<file path="src/rtl/core/gamepad_drive_command_mapper_macros.svh">
// Assertion macros used by the gamepad drive command mapper datapath.
`ifndef GAMEPAD_DRIVE_COMMAND_MAPPER_MACROS_SVH
`define GAMEPAD_DRIVE_COMMAND_MAPPER_MACROS_SVH

// Check a property on every clock edge outside reset.
`define GDCM_ASSERT(lbl, prop, msg) \
  lbl: assert property (@(posedge clk_i) disable iff (!rst_ni) prop) \
    else $error(msg);

// Check that a condition in one cycle is followed by another in the next cycle.
`define GDCM_ASSERT_NEXT(lbl, ante, cons, msg) \
  lbl: assert property (@(posedge clk_i) disable iff (!rst_ni) (ante) |=> (cons)) \
    else $error(msg);

`endif

</file>
<file path="src/rtl/core/gdcm_pkg.sv">
// Types, constants and helper functions of the gamepad drive command mapper.
`timescale 1ns / 1ps

package gdcm_pkg;

  localparam int CFG_IDX_W   = 3;
  localparam int CFG_DATA_W  = 12;
  localparam int DEADZONE_W  = 9;
  localparam int GAIN_STEP_W = 8;
  localparam int GAIN_W      = 12;
  localparam int MODE_W      = 3;
  localparam int CMD_W       = 16;
  localparam int RAW_W       = 10;
  localparam int MAG_W       = 9;
  localparam int PROD_W      = MAG_W + GAIN_W;
  localparam int NUM_BUTTONS = 5;

  localparam int STICK_SPAN     = 1000;
  localparam int CMD_LIMIT      = 500;
  localparam int TRIG_THRESHOLD = 10;
  localparam int TRIG_FULL      = 255;
  // 257 / 65536 approximates 1 / 255 from below.
  localparam int RECIP_255      = 257;

  localparam int FIFO_DEPTH = 4;
  localparam int FIFO_PTR_W = $clog2(FIFO_DEPTH);

  localparam logic [DEADZONE_W-1:0]  DEADZONE_RST     = 9'd50;
  localparam logic [GAIN_STEP_W-1:0] GAIN_STEP_RST    = 8'd26;
  localparam logic [GAIN_W-1:0]      GAIN_MIN_RST     = 12'd26;
  localparam logic [GAIN_W-1:0]      GAIN_MAX_RST     = 12'd512;
  localparam logic [GAIN_W-1:0]      GAIN_UNITY       = 12'd256;
  localparam logic [MODE_W-1:0]      DEFAULT_MODE_RST = 3'd1;
  localparam logic [MODE_W-1:0]      MODE_MAX_RST     = 3'd3;

  // Drive modes with a fixed meaning.
  localparam logic [MODE_W-1:0] MODE_DUAL_STICK = 3'd1;
  localparam logic [MODE_W-1:0] MODE_LEFT_STICK = 3'd2;
  localparam logic [MODE_W-1:0] MODE_TRIGGER    = 3'd3;

  // Button bit positions.
  localparam int BTN_TOUCH      = 0;
  localparam int BTN_SPEED_UP   = 1;
  localparam int BTN_SPEED_DOWN = 2;
  localparam int BTN_STEER_UP   = 3;
  localparam int BTN_STEER_DOWN = 4;

  typedef enum logic [CFG_IDX_W-1:0] {
    CFG_DEADZONE     = 3'd0,
    CFG_GAIN_STEP    = 3'd1,
    CFG_GAIN_MIN     = 3'd2,
    CFG_GAIN_MAX     = 3'd3,
    CFG_DEFAULT_MODE = 3'd4,
    CFG_MODE_MAX     = 3'd5
  } cfg_idx_e;

  typedef enum logic [1:0] {
    LED_RED   = 2'd0,
    LED_GREEN = 2'd1,
    LED_BLUE  = 2'd2,
    LED_OFF   = 2'd3
  } led_color_e;

  // One gamepad report as it arrives on the input stream.
  typedef struct packed {
    logic                   connect_event;
    logic [NUM_BUTTONS-1:0] buttons;
    logic [7:0]             right_trigger;
    logic [7:0]             left_trigger;
    logic signed [7:0]      right_x;
    logic signed [7:0]      left_y;
    logic signed [7:0]      left_x;
  } gdcm_report_t;

  // A classified report: state already applied, ready for the datapath.
  typedef struct packed {
    logic                   connect_event;
    logic                   led_update;
    logic [MODE_W-1:0]      mode;
    logic [GAIN_W-1:0]      steer_gain;
    logic [GAIN_W-1:0]      speed_gain;
    logic [7:0]             right_trigger;
    logic [7:0]             left_trigger;
    logic signed [7:0]      right_x;
    logic signed [7:0]      left_y;
    logic signed [7:0]      left_x;
  } gdcm_item_t;

  typedef struct packed {
    logic              connect_event;
    logic              led_update;
    logic [MODE_W-1:0] mode;
    logic [GAIN_W-1:0] steer_gain;
    logic [GAIN_W-1:0] speed_gain;
  } gdcm_meta_t;

  typedef struct packed {
    logic signed [CMD_W-1:0] steer_cmd;
    logic signed [CMD_W-1:0] speed_cmd;
    logic                    drive_valid;
    logic [MODE_W-1:0]       drive_mode;
    logic                    led_update;
    led_color_e              led_color;
  } gdcm_result_t;

  // Stick position to command: (v + 128) * 1000 / 256 - 500.
  function automatic logic signed [RAW_W-1:0] map_stick(input logic signed [7:0] v);
    logic [7:0]        u;
    logic [17:0]       p;
    logic signed [10:0] t;
    u = {~v[7], v[6:0]};
    p = 18'(u) * 18'(STICK_SPAN);
    t = $signed({1'b0, p[17:8]}) - 11'(CMD_LIMIT);
    return t[RAW_W-1:0];
  endfunction

  // Trigger value to command magnitude: x * 500 / 255, by reciprocal and one fix-up.
  function automatic logic [MAG_W-1:0] trig_map(input logic [7:0] x);
    logic [16:0] y;
    logic [25:0] p;
    logic [9:0]  q0;
    logic [16:0] r;
    logic [9:0]  q;
    y  = 17'(x) * 17'(CMD_LIMIT);
    p  = 26'(y) * 26'(RECIP_255);
    q0 = p[25:16];
    r  = y - 17'(q0) * 17'(TRIG_FULL);
    q  = (r >= 17'(TRIG_FULL)) ? q0 + 10'd1 : q0;
    return q[MAG_W-1:0];
  endfunction

endpackage

</file>
<file path="src/rtl/core/gdcm_front.sv">
// Front end: configuration registers, button edges, mode and gain state.
`timescale 1ns / 1ps

module gdcm_front (
  input  logic                              clk_i,
  input  logic                              rst_ni,
  input  logic                              cfg_we_i,
  input  logic [gdcm_pkg::CFG_IDX_W-1:0]    cfg_idx_i,
  input  logic [gdcm_pkg::CFG_DATA_W-1:0]   cfg_wdata_i,
  input  logic                              in_valid_i,
  input  gdcm_pkg::gdcm_report_t            in_data_i,
  output logic                              in_ready_o,
  input  logic                              fifo_full_i,
  output logic                              push_o,
  output gdcm_pkg::gdcm_item_t              item_o,
  output logic [gdcm_pkg::DEADZONE_W-1:0]   deadzone_o
);

  logic [gdcm_pkg::DEADZONE_W-1:0]  deadzone_q;
  logic [gdcm_pkg::GAIN_STEP_W-1:0] gain_step_q;
  logic [gdcm_pkg::GAIN_W-1:0]      gain_min_q, gain_max_q;
  logic [gdcm_pkg::MODE_W-1:0]      default_mode_q, mode_max_q;

  logic [gdcm_pkg::MODE_W-1:0]      mode_q, mode_d;
  logic [gdcm_pkg::GAIN_W-1:0]      speed_gain_q, speed_gain_d;
  logic [gdcm_pkg::GAIN_W-1:0]      steer_gain_q, steer_gain_d;
  logic [gdcm_pkg::NUM_BUTTONS-1:0] held_q, held_d;

  logic                             accept;
  logic                             led;
  logic [gdcm_pkg::NUM_BUTTONS-1:0] rise;
  logic [gdcm_pkg::MODE_W:0]        mode_inc;

  function automatic logic [gdcm_pkg::GAIN_W-1:0] gain_up(
    input logic [gdcm_pkg::GAIN_W-1:0]      g,
    input logic [gdcm_pkg::GAIN_STEP_W-1:0] s,
    input logic [gdcm_pkg::GAIN_W-1:0]      mx
  );
    logic [gdcm_pkg::GAIN_W:0] v;
    v = {1'b0, g} + (gdcm_pkg::GAIN_W + 1)'(s);
    return (v > {1'b0, mx}) ? mx : v[gdcm_pkg::GAIN_W-1:0];
  endfunction

  function automatic logic [gdcm_pkg::GAIN_W-1:0] gain_down(
    input logic [gdcm_pkg::GAIN_W-1:0]      g,
    input logic [gdcm_pkg::GAIN_STEP_W-1:0] s,
    input logic [gdcm_pkg::GAIN_W-1:0]      mn
  );
    logic signed [gdcm_pkg::GAIN_W+1:0] v;
    v = $signed({2'b00, g}) - $signed((gdcm_pkg::GAIN_W + 2)'(s));
    return (v < $signed({2'b00, mn})) ? mn : v[gdcm_pkg::GAIN_W-1:0];
  endfunction

  assign accept     = in_valid_i && !fifo_full_i;
  assign in_ready_o = !fifo_full_i;
  assign push_o     = accept;
  assign deadzone_o = deadzone_q;

  always_comb begin
    mode_d       = mode_q;
    speed_gain_d = speed_gain_q;
    steer_gain_d = steer_gain_q;
    held_d       = held_q;
    led          = 1'b0;
    rise         = '0;
    mode_inc     = {1'b0, mode_q} + (gdcm_pkg::MODE_W + 1)'(1);
    if (in_data_i.connect_event) begin
      // Connect: back to the default mode, buttons left alone.
      mode_d = default_mode_q;
      led    = 1'b1;
    end else begin
      held_d = in_data_i.buttons;
      rise   = in_data_i.buttons & ~held_q;
      if (rise[gdcm_pkg::BTN_TOUCH]) begin
        mode_d = (mode_inc > {1'b0, mode_max_q}) ? default_mode_q
                                                 : mode_inc[gdcm_pkg::MODE_W-1:0];
        led    = 1'b1;
      end
      if (rise[gdcm_pkg::BTN_SPEED_UP]) begin
        speed_gain_d = gain_up(speed_gain_d, gain_step_q, gain_max_q);
      end
      if (rise[gdcm_pkg::BTN_SPEED_DOWN]) begin
        speed_gain_d = gain_down(speed_gain_d, gain_step_q, gain_min_q);
      end
      if (rise[gdcm_pkg::BTN_STEER_UP]) begin
        steer_gain_d = gain_up(steer_gain_d, gain_step_q, gain_max_q);
      end
      if (rise[gdcm_pkg::BTN_STEER_DOWN]) begin
        steer_gain_d = gain_down(steer_gain_d, gain_step_q, gain_min_q);
      end
    end
  end

  always_comb begin
    item_o.connect_event = in_data_i.connect_event;
    item_o.led_update    = led;
    item_o.mode          = mode_d;
    item_o.steer_gain    = steer_gain_d;
    item_o.speed_gain    = speed_gain_d;
    item_o.right_trigger = in_data_i.right_trigger;
    item_o.left_trigger  = in_data_i.left_trigger;
    item_o.right_x       = in_data_i.right_x;
    item_o.left_y        = in_data_i.left_y;
    item_o.left_x        = in_data_i.left_x;
  end

  always_ff @(posedge clk_i or negedge rst_ni) begin
    if (!rst_ni) begin
      deadzone_q     <= gdcm_pkg::DEADZONE_RST;
      gain_step_q    <= gdcm_pkg::GAIN_STEP_RST;
      gain_min_q     <= gdcm_pkg::GAIN_MIN_RST;
      gain_max_q     <= gdcm_pkg::GAIN_MAX_RST;
      default_mode_q <= gdcm_pkg::DEFAULT_MODE_RST;
      mode_max_q     <= gdcm_pkg::MODE_MAX_RST;
    end else if (cfg_we_i) begin
      unique case (cfg_idx_i)
        gdcm_pkg::CFG_DEADZONE:     deadzone_q     <= cfg_wdata_i[gdcm_pkg::DEADZONE_W-1:0];
        gdcm_pkg::CFG_GAIN_STEP:    gain_step_q    <= cfg_wdata_i[gdcm_pkg::GAIN_STEP_W-1:0];
        gdcm_pkg::CFG_GAIN_MIN:     gain_min_q     <= cfg_wdata_i[gdcm_pkg::GAIN_W-1:0];
        gdcm_pkg::CFG_GAIN_MAX:     gain_max_q     <= cfg_wdata_i[gdcm_pkg::GAIN_W-1:0];
        gdcm_pkg::CFG_DEFAULT_MODE: default_mode_q <= cfg_wdata_i[gdcm_pkg::MODE_W-1:0];
        gdcm_pkg::CFG_MODE_MAX:     mode_max_q     <= cfg_wdata_i[gdcm_pkg::MODE_W-1:0];
        default: ;
      endcase
    end
  end

  always_ff @(posedge clk_i or negedge rst_ni) begin
    if (!rst_ni) begin
      mode_q       <= gdcm_pkg::DEFAULT_MODE_RST;
      speed_gain_q <= gdcm_pkg::GAIN_UNITY;
      steer_gain_q <= gdcm_pkg::GAIN_UNITY;
      held_q       <= '0;
    end else if (accept) begin
      mode_q       <= mode_d;
      speed_gain_q <= speed_gain_d;
      steer_gain_q <= steer_gain_d;
      held_q       <= held_d;
    end
  end

endmodule

</file>
<file path="src/rtl/core/gdcm_fifo.sv">
// Short queue of classified reports between the front end and the datapath.
`timescale 1ns / 1ps

module gdcm_fifo (
  input  logic                 clk_i,
  input  logic                 rst_ni,
  input  logic                 push_i,
  input  gdcm_pkg::gdcm_item_t item_i,
  input  logic                 pop_i,
  output logic                 full_o,
  output logic                 empty_o,
  output gdcm_pkg::gdcm_item_t item_o
);

  gdcm_pkg::gdcm_item_t               mem_q [gdcm_pkg::FIFO_DEPTH];
  logic [gdcm_pkg::FIFO_PTR_W-1:0]    wr_ptr_q, rd_ptr_q;
  logic [gdcm_pkg::FIFO_PTR_W:0]      count_q;

  assign full_o  = (count_q == (gdcm_pkg::FIFO_PTR_W + 1)'(gdcm_pkg::FIFO_DEPTH));
  assign empty_o = (count_q == '0);
  assign item_o  = mem_q[rd_ptr_q];

  always_ff @(posedge clk_i) begin
    if (push_i) begin
      mem_q[wr_ptr_q] <= item_i;
    end
  end

  always_ff @(posedge clk_i or negedge rst_ni) begin
    if (!rst_ni) begin
      wr_ptr_q <= '0;
      rd_ptr_q <= '0;
      count_q  <= '0;
    end else begin
      if (push_i) begin
        wr_ptr_q <= wr_ptr_q + gdcm_pkg::FIFO_PTR_W'(1);
      end
      if (pop_i) begin
        rd_ptr_q <= rd_ptr_q + gdcm_pkg::FIFO_PTR_W'(1);
      end
      if (push_i && !pop_i) begin
        count_q <= count_q + (gdcm_pkg::FIFO_PTR_W + 1)'(1);
      end else if (pop_i && !push_i) begin
        count_q <= count_q - (gdcm_pkg::FIFO_PTR_W + 1)'(1);
      end
    end
  end

endmodule

</file>
<file path="src/rtl/core/gdcm_back.sv">
// Datapath: source selection, deadzone, trigger fallback, gain scaling, output register.
`timescale 1ns / 1ps
`include "gamepad_drive_command_mapper_macros.svh"

module gdcm_back (
  input  logic                             clk_i,
  input  logic                             rst_ni,
  input  logic [gdcm_pkg::DEADZONE_W-1:0]  deadzone_i,
  input  logic                             fifo_empty_i,
  input  gdcm_pkg::gdcm_item_t             item_i,
  output logic                             pop_o,
  output logic                             out_valid_o,
  input  logic                             out_ready_i,
  output gdcm_pkg::gdcm_result_t           result_o
);

  logic adv;

  // Stage 1: raw commands from the mode's source and from the triggers.
  logic                                 v1_q;
  gdcm_pkg::gdcm_meta_t                 meta1_q;
  logic signed [gdcm_pkg::RAW_W-1:0]    raw_st1_q, raw_sp1_q, trig_st1_q, trig_sp1_q;
  // Stage 2: final unscaled commands.
  logic                                 v2_q;
  gdcm_pkg::gdcm_meta_t                 meta2_q;
  logic signed [gdcm_pkg::RAW_W-1:0]    cmd_st2_q, cmd_sp2_q;
  // Stage 3: scaled magnitudes.
  logic                                 v3_q;
  gdcm_pkg::gdcm_meta_t                 meta3_q;
  logic [gdcm_pkg::PROD_W-1:0]          prod_st3_q, prod_sp3_q;
  logic                                 neg_st3_q, neg_sp3_q;
  // Output register.
  logic                                 out_valid_q;
  gdcm_pkg::gdcm_result_t               res_q;

  logic signed [7:0]                    st_src;
  logic signed [gdcm_pkg::RAW_W-1:0]    stick_st, stick_sp, trig_st, trig_sp;
  logic                                 lt_gt;
  logic [7:0]                           trig_diff, trig_max;
  logic [gdcm_pkg::MAG_W-1:0]           m_diff, m_max;
  logic signed [gdcm_pkg::RAW_W-1:0]    dz_st, dz_sp, fin_st, fin_sp;
  logic [gdcm_pkg::MAG_W-1:0]           mag_st, mag_sp;
  logic [gdcm_pkg::CMD_W-1:0]           out_st, out_sp;

  function automatic logic [gdcm_pkg::MAG_W-1:0] abs_cmd(
    input logic signed [gdcm_pkg::RAW_W-1:0] v
  );
    logic signed [gdcm_pkg::RAW_W-1:0] n;
    n = -v;
    return v[gdcm_pkg::RAW_W-1] ? n[gdcm_pkg::MAG_W-1:0] : v[gdcm_pkg::MAG_W-1:0];
  endfunction

  function automatic logic signed [gdcm_pkg::RAW_W-1:0] dz(
    input logic signed [gdcm_pkg::RAW_W-1:0] v,
    input logic [gdcm_pkg::DEADZONE_W-1:0]   thr
  );
    return (abs_cmd(v) < thr) ? '0 : v;
  endfunction

  function automatic gdcm_pkg::led_color_e color_of(input logic [gdcm_pkg::MODE_W-1:0] m);
    gdcm_pkg::led_color_e c;
    case (m)
      gdcm_pkg::MODE_DUAL_STICK: c = gdcm_pkg::LED_RED;
      gdcm_pkg::MODE_LEFT_STICK: c = gdcm_pkg::LED_GREEN;
      gdcm_pkg::MODE_TRIGGER:    c = gdcm_pkg::LED_BLUE;
      default:                   c = gdcm_pkg::LED_OFF;
    endcase
    return c;
  endfunction

  // The whole pipe advances together whenever the output register can take a result.
  assign adv         = !out_valid_q || out_ready_i;
  assign pop_o       = adv && !fifo_empty_i;
  assign out_valid_o = out_valid_q;
  assign result_o    = res_q;

  always_comb begin
    st_src    = (item_i.mode == gdcm_pkg::MODE_LEFT_STICK) ? item_i.left_x : item_i.right_x;
    stick_st  = gdcm_pkg::map_stick(st_src);
    stick_sp  = -gdcm_pkg::map_stick(item_i.left_y);
    lt_gt     = item_i.left_trigger > item_i.right_trigger;
    trig_diff = lt_gt ? item_i.left_trigger - item_i.right_trigger
                      : item_i.right_trigger - item_i.left_trigger;
    trig_max  = lt_gt ? item_i.left_trigger : item_i.right_trigger;
    m_diff    = gdcm_pkg::trig_map(trig_diff);
    m_max     = gdcm_pkg::trig_map(trig_max);
    trig_st   = lt_gt ? -$signed({1'b0, m_diff}) : $signed({1'b0, m_diff});
    if (item_i.left_trigger > 8'(gdcm_pkg::TRIG_THRESHOLD) &&
        item_i.right_trigger > 8'(gdcm_pkg::TRIG_THRESHOLD)) begin
      trig_sp = -$signed({1'b0, m_max});
    end else begin
      trig_sp = '0;
    end
  end

  always_comb begin
    dz_st = dz(raw_st1_q, deadzone_i);
    dz_sp = dz(raw_sp1_q, deadzone_i);
    if (meta1_q.connect_event) begin
      fin_st = '0;
      fin_sp = '0;
    end else if (dz_st == '0 && dz_sp == '0) begin
      // Both dead: fall back to the triggers.
      fin_st = dz(trig_st1_q, deadzone_i);
      fin_sp = dz(trig_sp1_q, deadzone_i);
    end else begin
      fin_st = dz_st;
      fin_sp = dz_sp;
    end
  end

  assign mag_st = abs_cmd(cmd_st2_q);
  assign mag_sp = abs_cmd(cmd_sp2_q);

  // At most 500 * 4095 / 256, so the 16-bit command never saturates.
  always_comb begin
    out_st = {3'b000, prod_st3_q[gdcm_pkg::PROD_W-1:8]};
    out_sp = {3'b000, prod_sp3_q[gdcm_pkg::PROD_W-1:8]};
    if (neg_st3_q) begin
      out_st = -out_st;
    end
    if (neg_sp3_q) begin
      out_sp = -out_sp;
    end
  end

  always_ff @(posedge clk_i) begin
    if (adv) begin
      meta1_q.connect_event <= item_i.connect_event;
      meta1_q.led_update    <= item_i.led_update;
      meta1_q.mode          <= item_i.mode;
      meta1_q.steer_gain    <= item_i.steer_gain;
      meta1_q.speed_gain    <= item_i.speed_gain;
      raw_st1_q  <= (item_i.mode == gdcm_pkg::MODE_TRIGGER) ? trig_st : stick_st;
      raw_sp1_q  <= (item_i.mode == gdcm_pkg::MODE_TRIGGER) ? trig_sp : stick_sp;
      trig_st1_q <= trig_st;
      trig_sp1_q <= trig_sp;

      meta2_q   <= meta1_q;
      cmd_st2_q <= fin_st;
      cmd_sp2_q <= fin_sp;

      meta3_q    <= meta2_q;
      prod_st3_q <= gdcm_pkg::PROD_W'(mag_st) * gdcm_pkg::PROD_W'(meta2_q.steer_gain);
      prod_sp3_q <= gdcm_pkg::PROD_W'(mag_sp) * gdcm_pkg::PROD_W'(meta2_q.speed_gain);
      neg_st3_q  <= cmd_st2_q[gdcm_pkg::RAW_W-1];
      neg_sp3_q  <= cmd_sp2_q[gdcm_pkg::RAW_W-1];

      res_q.steer_cmd   <= out_st;
      res_q.speed_cmd   <= out_sp;
      res_q.drive_valid <= !meta3_q.connect_event;
      res_q.drive_mode  <= meta3_q.mode;
      res_q.led_update  <= meta3_q.led_update;
      res_q.led_color   <= color_of(meta3_q.mode);
    end
  end

  always_ff @(posedge clk_i or negedge rst_ni) begin
    if (!rst_ni) begin
      v1_q        <= 1'b0;
      v2_q        <= 1'b0;
      v3_q        <= 1'b0;
      out_valid_q <= 1'b0;
    end else if (adv) begin
      v1_q        <= pop_o;
      v2_q        <= v1_q;
      v3_q        <= v2_q;
      out_valid_q <= v3_q;
    end
  end

  `GDCM_ASSERT(a_connect_zero, (out_valid_q && !res_q.drive_valid) |-> (res_q.steer_cmd == '0 && res_q.speed_cmd == '0), "connect result carries a nonzero command")
  `GDCM_ASSERT(a_connect_led, (out_valid_q && !res_q.drive_valid) |-> res_q.led_update, "connect result without LED update")
  `GDCM_ASSERT(a_cmd_range, out_valid_q |-> ((res_q.steer_cmd[15:13] == 3'b000 || res_q.steer_cmd[15:13] == 3'b111) && (res_q.speed_cmd[15:13] == 3'b000 || res_q.speed_cmd[15:13] == 3'b111)), "scaled command out of range")
  `GDCM_ASSERT_NEXT(a_pop_enters, pop_o, v1_q, "popped report did not enter the pipe")

endmodule

</file>
<file path="src/rtl/core/gamepad_drive_command_mapper.sv">
// Top level of the gamepad drive command mapper.
`timescale 1ns / 1ps

// Gamepad drive command mapper.
// Input stream (s_axis): one gamepad report per transfer; tuser flags a
// controller connect. Output stream (m_axis): exactly one result per report,
// in order: signed steer and speed commands, current drive mode, LED color,
// and the drive_valid / led_update flags in tuser.
// Configuration: cfg_we_i writes register cfg_idx_i (deadzone, gain step,
// gain min, gain max, default mode, mode max); write only while
// no report is in flight. Unknown indexes are ignored.
// Pipe: queue write, source/trigger map, deadzone/fallback, gain multiply, output.
// Throughput: one report per cycle while the queue is not full; mode, gain
// and button state update in the accept cycle, so back-to-back reports see
// each other's button edges.
// Reset: mode 1, both gains 1.0 (256), buttons released, registers at their
// defaults, queue and pipe empty.
// Stall: while m_axis_tvalid is high and m_axis_tready low the result holds
// and the pipe freezes; reports keep landing in the four-deep queue until it
// fills, then s_axis_tready drops.
module gamepad_drive_command_mapper (
  input  logic                            clk_i,
  input  logic                            rst_ni,
  input  logic                            cfg_we_i,
  input  logic [gdcm_pkg::CFG_IDX_W-1:0]  cfg_idx_i,
  input  logic [gdcm_pkg::CFG_DATA_W-1:0] cfg_wdata_i,
  input  logic                            s_axis_tvalid,
  output logic                            s_axis_tready,
  // left_x, left_y, right_x, left_trigger, right_trigger, touch_button,
  // speed_up_button, speed_down_button, steer_up_button, steer_down_button, pad
  input  logic [47:0]                     s_axis_tdata,
  // connect_event
  input  logic                            s_axis_tuser,
  output logic                            m_axis_tvalid,
  input  logic                            m_axis_tready,
  // steer_cmd, speed_cmd, drive_mode, led_color, pad
  output logic [39:0]                     m_axis_tdata,
  // drive_valid, led_update
  output logic [1:0]                      m_axis_tuser
);

  gdcm_pkg::gdcm_report_t            report;
  gdcm_pkg::gdcm_item_t              push_item, head_item;
  gdcm_pkg::gdcm_result_t            result;
  logic                              push, pop, fifo_full, fifo_empty;
  logic [gdcm_pkg::DEADZONE_W-1:0]   deadzone;

  // Unpack the input transfer.
  always_comb begin
    report.left_x        = s_axis_tdata[7:0];
    report.left_y        = s_axis_tdata[15:8];
    report.right_x       = s_axis_tdata[23:16];
    report.left_trigger  = s_axis_tdata[31:24];
    report.right_trigger = s_axis_tdata[39:32];
    report.buttons       = s_axis_tdata[44:40];
    report.connect_event = s_axis_tuser;
  end

  gdcm_front u_front (
    .clk_i       (clk_i),
    .rst_ni      (rst_ni),
    .cfg_we_i    (cfg_we_i),
    .cfg_idx_i   (cfg_idx_i),
    .cfg_wdata_i (cfg_wdata_i),
    .in_valid_i  (s_axis_tvalid),
    .in_data_i   (report),
    .in_ready_o  (s_axis_tready),
    .fifo_full_i (fifo_full),
    .push_o      (push),
    .item_o      (push_item),
    .deadzone_o  (deadzone)
  );

  gdcm_fifo u_fifo (
    .clk_i   (clk_i),
    .rst_ni  (rst_ni),
    .push_i  (push),
    .item_i  (push_item),
    .pop_i   (pop),
    .full_o  (fifo_full),
    .empty_o (fifo_empty),
    .item_o  (head_item)
  );

  gdcm_back u_back (
    .clk_i        (clk_i),
    .rst_ni       (rst_ni),
    .deadzone_i   (deadzone),
    .fifo_empty_i (fifo_empty),
    .item_i       (head_item),
    .pop_o        (pop),
    .out_valid_o  (m_axis_tvalid),
    .out_ready_i  (m_axis_tready),
    .result_o     (result)
  );

  // Pack the output transfer.
  assign m_axis_tdata = {3'b000, result.led_color, result.drive_mode,
                         result.speed_cmd, result.steer_cmd};
  assign m_axis_tuser = {result.led_update, result.drive_valid};

endmodule
</file>
<file path="config.mk">
export PLATFORM = sky130hd
export DESIGN_NAME = gamepad_drive_command_mapper
export DESIGN_NICKNAME = d
export VERILOG_FILES = /design/src/rtl/core/gdcm_pkg.sv /design/src/rtl/core/gdcm_front.sv /design/src/rtl/core/gdcm_fifo.sv /design/src/rtl/core/gdcm_back.sv /design/src/rtl/core/gamepad_drive_command_mapper.sv
export VERILOG_INCLUDE_DIRS = /design/src /design/src/rtl/core
export SDC_FILE = /design/constraint.sdc
export NUM_CORES = 2
export LEC_CHECK = 0
export BUFFER_PORTS_ARGS = -buffer_cell sky130_fd_sc_hd__buf_2
export CORE_UTILIZATION = 65
export CTS_CLUSTER_SIZE = 8
export DETAILED_ROUTE_END_ITERATION = 8
export PLACE_DENSITY_LB_ADDON = 0.25
export SYNTH_ARGS = -nofsm -noshare
export SYNTH_HDL_FRONTEND = slang
export SYNTH_SLANG_ARGS = --single-unit
</file>
<file path="constraint.sdc">
create_clock -name clk_i -period 42.2 [get_ports clk_i]
set_clock_uncertainty 0.1 [all_clocks]
set_input_delay 2.11 -clock clk_i [delete_from_list [all_inputs] [get_ports clk_i]]
set_output_delay 2.11 -clock clk_i [all_outputs]
set_load 0.05 [all_outputs]
</file>
After elaboration in Yosys (flattened, before gate mapping)
Memory sizes are Yosys's and may differ from the RTL's. Cells that the tools add are included.

Bits in registers: 296. Memory bits (writable): 276. Output and inout bits: 44. Word-level logic and storage cells: 187. Memories kept: 1.

Memory list: u_fifo.mem_q (depth 4, bits a word 69, rd ports 1, clocked after memory_dff 0, wr ports 1, line gdcm_fifo.sv:15) `gdcm_pkg::gdcm_item_t mem_q [gdcm_pkg::FIFO_DEPTH];`.

Add/sub/neg operators: 28. $mul: 10. $lt $le $gt $ge: 14. Equality and inequality tests: 11. Mux-type cells: 45. Bitwise operators: 5. Reduce and logical (&&, ||, !) cells: 25.

Operator list (number): $mux 12 (12); $mux 10 (10); $mux 9 (8); $mul 8x7->15 const B (4); $neg 9->9 (6); $mul 15x9->24 const B (2); $mul 9x12->21 (2); $lt 9x9->1 (4); $ge 17x8->1 const B (2); $mul 10x8->17 const B (2); $sub 17x17->17 (2); $neg 13->16 (2); $lt 14x13->1 (2); $add 12x8->13 (2); $gt 13x12->1 (2); $mux 13 (2); $sub 12x8->13 (2); $mux 8 (3); $logic_not 10->1 (2); $neg 9->10 (2); $sub 10x9->10 const B (2); $add 9x1->9 const B (2); $eq 3x2->1 const B (6); $gt 8x4->1 const B (2); 22 further kinds (53).

Logic depth before layout (Yosys ltp)
An unclocked memory read counts as a cell.

Word-level depth: 12. Mapped depth: 70. Depth with buffers taken out: 66.

Modules after synthesis
From an unflattened synthesis, not the netlist that was laid out.

Cell total of the unflattened synthesis: 4305. Area total of the unflattened synthesis: 46885.0 um2.

By module, submodules not included: gdcm_back (times used 1, cells an instance 2966, area each 28494.8 um2, sequential area each 5805.6 um2); gdcm_fifo (times used 1, cells an instance 395, area each 10426.2 um2, sequential area each 8463.1 um2); gdcm_front (times used 1, cells an instance 940, area each 7937.6 um2, sequential area each 1996.9 um2); gamepad_drive_command_mapper (times used 1, cells an instance 4, area each 26.3 um2, sequential area each 0.0 um2).

Worst setup path before layout
OpenSTA, ideal clock, no wires.

Path kind: flip-flop to flip-flop. From: reg u_fifo.rd_ptr_q[0] in the netlist's numbering. To: reg u_back.raw_sp1_q[4] in the netlist's numbering, data pin. Library setup time: 0.262 ns. Data arrival time: 15.961 ns. Data required time: 41.838 ns. Slack: 25.877 ns. Stages on the path, launching flop included: 66. Path buffers: 9. Cell sequence: dfrtp_1 buf_6 buf_2 buf_1 mux4_2 ha_1 nand4_1 a21o_1 a21oi_2 clkbuf_1 clkbuf_1 nor2_1 a21oi_1 inv_1 ha_1 inv_1 fa_1 fa_1 [30 not listed] and4_1 nand3_1 a31oi_1 and4b_1 o21ai_0 nor3_1 a2111oi_0 and3_1 buf_6 buf_2 mux2i_1 ha_1 clkbuf_2 nor4b_1 a211oi_1 o21ai_0 xnor2_1 o21ai_0.

Word-level cells in the longest chain between the ends: 12. Elaborated cells between the ends (all ways): 21. Classes of those cells: add/sub (5); mul (4); order compare (4); eq/ne (1); mux (4); bitwise (1); reduce/logical (1); memory (1).

RTL lines: start: declaration (line gdcm_fifo.sv:16) `logic [gdcm_pkg::FIFO_PTR_W-1:0] wr_ptr_q, rd_ptr_q;`; start signal: assignment (line gdcm_fifo.sv:39) `rd_ptr_q <= rd_ptr_q + gdcm_pkg::FIFO_PTR_W'(1);`; $mem_v2 4x69 (*); $gt 8x8->1 (line gdcm_back.sv:81) `lt_gt = item_i.left_trigger > item_i.right_trigger;`; $mux 8 (line gdcm_back.sv:84) `trig_max = lt_gt ? item_i.left_trigger : item_i.right_trigger;`; $mul 8x7->15 (line gdcm_pkg.sv:124) `y = 17'(x) * 17'(CMD_LIMIT);`; $mul 15x9->24 (line gdcm_pkg.sv:125) `p = 26'(y) * 26'(RECIP_255);`; $mul 10x8->17 (line gdcm_pkg.sv:127) `r = y - 17'(q0) * 17'(TRIG_FULL);`; $sub 17x17->17 (line gdcm_pkg.sv:127); $ge 17x8->1 (line gdcm_pkg.sv:128) `q = (r >= 17'(TRIG_FULL)) ? q0 + 10'd1 : q0;`; $mux 9 (line gdcm_pkg.sv:128); $neg 9->10 (line gdcm_back.sv:90) `trig_sp = -$signed({1'b0, m_max});`; $mux 10 (line gdcm_back.sv:88) `if (item_i.left_trigger > 8'(gdcm_pkg::TRIG_THRESHOLD) &&`; $mux 10 (*) (line gdcm_back.sv:135) `raw_sp1_q <= (item_i.mode == gdcm_pkg::MODE_TRIGGER) ? trig_sp : stick_sp;`; end signal: assignment (line gdcm_back.sv:135); end: declaration (line gdcm_back.sv:22) `logic signed [gdcm_pkg::RAW_W-1:0] raw_st1_q, raw_sp1_q, trig_st1_q, trig_sp1_q;`.

Every way passes the cells marked *; elsewhere a longest branch is shown, timed or not. A chain may end at the register's enable or synchronous reset.

Final worst setup path
From: reg u_fifo.rd_ptr_q[1] in the netlist's numbering. To: reg u_back.raw_sp1_q[4] in the netlist's numbering, data pin.

Same word-level chain as after synthesis.

==> impl_summary.txt <==
----------------------------------------------------
[Placement]
  Detailed Place HPWL ... around 76000 µm
  # port buffers ... about 110
  Dpl cell area ... 47600 µm²
  Final weighted congestion in routability-driven placement ... ~0.95

[Synthesis]
  Asr flop ratio synth ... 0.162
  Arithmetic-cell share of the synthesized area counting full adders, half adders and majority gates ... 0.272
  Most used standard cell by instance count after synthesis ... sky130_fd_sc_hd__inv_1
  Number of standard cells after synthesis ... about 4200
  Mean post-synth cell area ... around 11 µm²
  Portion of netlist area occupied by mux cells ... 0.0552
  Largest family of logic cells by synthesized area ... adder cells
  Sequential fraction of the synthesis area ... 0.354
  Cells taking the most area after synthesis ... sky130_fd_sc_hd__edfxtp_1, sky130_fd_sc_hd__fa_1, sky130_fd_sc_hd__ha_1
  Xor/xnor cell area share of the yosys netlist ... 0.0494
  Post-synthesis cell type with the largest combined area ... sky130_fd_sc_hd__edfxtp_1
  Most used flip-flop cell after synthesis ... sky130_fd_sc_hd__edfxtp_1
  Top cell type's share of synthesized area ... 0.304
  Area share of and/or/nand/nor cells after synthesis ... 0.110
  Number of flip-flops and latches in the synthesized netlist ... between 500 and 600
  Distinct cells, synth ... around 110
  Number of synthesized flops with an enable pin ... about 470
  Netlist Area Pre-Place ... approximately 46000 µm²
  Number of warning messages in the yosys log ... 0
  Commonest cells in the netlist ... sky130_fd_sc_hd__inv_1, sky130_fd_sc_hd__ha_1, sky130_fd_sc_hd__edfxtp_1, sky130_fd_sc_hd__nand2_1, sky130_fd_sc_hd__fa_1
  Compound-Gate Fraction of Synth Area ... 0.100

[Clock network]
  CTS tree ... done
  Worst skew pair latency ... between 0.6 and 0.7 ns
  H-Tree Depth ... 3
  Number of gates resized after cts ... 0
  Count of buffers added by post-CTS timing repair for setup ... 0
  Count of hold-fix buffers inserted at cts ... 0
  Root cell of the clock tree ... sky130_fd_sc_hd__clkbuf_16
  Largest buffer count on any clock path ... 3
  Inserted Clock Buffers ... 81
  Register clock-pin slew on the reported worst setup and hold paths ... roughly 0.050 ns
  Clk sink count ... 556

[Status]
  Status ... finished clean

[STA]
  Final Setup Violations ... 0
  Tmin final ... 19.16 ns
  Fmax achieved ... between 0.05 and 0.06 GHz
  Final hold violations ... 0
  Worst Max-Slew Pin Slew ... ~1.2 ns
  RSZ-0062 raised after global routing ... no
  Tcrit/Tclk final ... 0.454
  Total negative slack for setup checks ... 0 ns
  Worst slew margin relative to its limit ... 0.197
  Final count of pins violating max slew ... 0

[Cells and area]
  Diode count ... 0
  Post-layout utilization of the core ... 0.714
  Share of layout cells above drive strength 1 ... 0.0991
  Nets ... about 5200
  Design area ... ~50000 µm²
  Relative area change from synthesis to final layout ... 8.70%

[Floorplan]
  Starting Density ... 0.657
  Die Y-Extent ... about 270 µm
  Die boundary width ... around 270 µm
  Num ports ... 113
  Row cnt ... 97
  Die Outline Area ... between 70000 and 80000 µm²
  Core region area ... roughly 70000 µm²

[Detailed routing]
  Number of search-and-repair iterations in the first detailed-routing pass ... 5
  Mean routed wirelength per cell ... around 20 µm
  Number of DRC markers in iteration 0 ... about 2500
  DRC ... 0
  Count of nets left with antenna violations after detail routing ... 0
  Detailed-route via count ... 31500
  Total Wirelength ... between 100000 and 150000 µm
  Vias/cell ... ~6

[Global route]
  Number of antenna violations at the first check in global routing ... 1
  Overall routing resource usage ... 0.295
  Wire length of the first global-routing pass ... ~170000 µm
  Via count of the first global-routing pass ... roughly 31000
  Overflow left after global routing ... 0
  Pin count of the biggest net entering global routing ... 76

[Worst setup path]
  Slowest stage cell, crit path ... sky130_fd_sc_hd__dfrtp_2
  Worst path required time ... 42.46 ns
  Kind of capture point of the worst setup path ... flop
  Biggest cell delay along the critical path ... between 0.8 and 0.9 ns
  First element of the critical path ... u_fifo.rd_ptr_q[1]
  WP data arrival ... approximately 19 ns
  Nature of the critical path startpoint ... flop
  Crit Path Category ... reg2reg
  Most Frequent Cell on Critical Path ... sky130_fd_sc_hd__ha_1
  CP max FO ... 39
  Reg-to-reg critical path startpoint ... u_fifo.rd_ptr_q[1]

[Hold path]
  Hold wc startpoint ... u_back.meta1_q[20]
  Class of the tightest hold or removal check ... reg2reg

[Flow run]
  Max-capacitance violation count ... 0

----------------------------------------------------
## placed cells by master, fill, tap and decap left out, types with 15 or more instances in the layout
cell,count
sky130_fd_sc_hd__a211oi_1,19
sky130_fd_sc_hd__a21oi_1,125
sky130_fd_sc_hd__buf_4,41
sky130_fd_sc_hd__o21ai_0,160
sky130_fd_sc_hd__nand4_1,19
sky130_fd_sc_hd__a31oi_1,29
sky130_fd_sc_hd__or2_2,18
sky130_fd_sc_hd__nand3_1,42
sky130_fd_sc_hd__o31ai_1,33
sky130_fd_sc_hd__inv_1,610
sky130_fd_sc_hd__and2_1,69
sky130_fd_sc_hd__nor2b_1,77
sky130_fd_sc_hd__a21o_1,83
sky130_fd_sc_hd__clkbuf_16,81
sky130_fd_sc_hd__clkbuf_1,33
sky130_fd_sc_hd__dfstp_2,16
sky130_fd_sc_hd__or3_1,28
sky130_fd_sc_hd__nand2b_1,60
sky130_fd_sc_hd__o21a_1,38
sky130_fd_sc_hd__ha_1,489
sky130_fd_sc_hd__mux2i_1,42
sky130_fd_sc_hd__xnor2_1,187
sky130_fd_sc_hd__a22oi_1,25
sky130_fd_sc_hd__mux2_2,49
sky130_fd_sc_hd__buf_2,105
sky130_fd_sc_hd__and3_1,15
sky130_fd_sc_hd__nor2_1,179
sky130_fd_sc_hd__o221ai_1,15
sky130_fd_sc_hd__nand2_1,368
sky130_fd_sc_hd__dfrtp_1,72
sky130_fd_sc_hd__mux4_2,66
sky130_fd_sc_hd__fa_1,319
sky130_fd_sc_hd__edfxtp_1,466
sky130_fd_sc_hd__xor2_1,68
sky130_fd_sc_hd__nor3_1,58
## cells by family (layout without fill, tap and decap cells)
family | count (synthesis) | in the layout
AO/OA/AOI/OAI | 683 | 683
XOR/XNOR | 257 | 257
adder cells (fa/ha/maj) | 808 | 808
buffers and inverters | 725 | 886
flip-flops | 556 | 556
multiplexers | 160 | 160
other | 1 | 3
AND/OR/NAND/NOR | 1016 | 1016
## per-stage QoR
step           cells  hold WS [ns]  setup WS, ns
2_1_floorplan   4208         0.300         25.88
3_3_place_gp    5182         0.302         23.38
3_5_place_dp    5182         0.305         23.16
4_1_cts         5309         0.310         23.10
5_1_grt         5309         0.314         21.59
6_report        5309         0.313         23.04
## sequential cells by signal, indices dropped and copies added, names as in the netlist, 12 cells and up
| name | cells |
|---|---|
| u_front.steer_gain_q | 12 |
| u_front.gain_max_q | 12 |
| u_front.gain_min_q | 12 |
| u_fifo.mem_q | 276 |
| u_back.result_o | 39 |
| u_back.meta2_q | 29 |
| u_back.prod_st3_q | 13 |
| u_front.speed_gain_q | 12 |
| u_back.prod_sp3_q | 13 |
| u_back.meta1_q | 29 |
## metal layers
metal / GRT usage / share of wire
met5: 0 / 0
met4: 0.0815 / 0.021
met3: 0.0458 / 0.067
met2: 0.475 / 0.47
met1: 0.418 / 0.44
## area by class of cell
cell class	count	area (µm²)
clock buffer	116	2180
clock inverter	11	199
fill	4975	20000
inverter	613	2300
multi-input combinational	2927	27000
sequential	556	16300
tap	940	1180
timing repair buffer	146	833
## worst max-delay path: cells and delay by family, from the launching register on
kind                     cells  cell delay [ns]
adder cells (fa/ha/maj)     17             6.40
buffers and inverters       12             1.74
XOR/XNOR                     6             2.37
flip-flops                   1             0.84
multiplexers                 2             0.66
AO/OA/AOI/OAI               15             4.11
AND/OR/NAND/NOR             11             2.61
## worst paths after layout
| check | endpoint | cells past startpoint | slack (ns) |
|---|---|---|---|
| setup reg to reg | u_back.raw_sp1_q[4] | 63 | 23.04 |
| setup / recovery | u_back.raw_sp1_q[4] | 63 | 23.04 |
| min in group asynchronous | u_back.v3_q | 1 | 1.40 |
| hold reg to reg | u_back.meta2_q[20] | 0 | 0.31 |
| hold / removal | u_back.meta2_q[20] | 0 | 0.31 |
| max in group asynchronous | u_front.gain_max_q[0] | 2 | 39.54 |
Power is not shown: default switching activity piles up to over one toggle a cycle in this logic, so the estimate is an artifact.
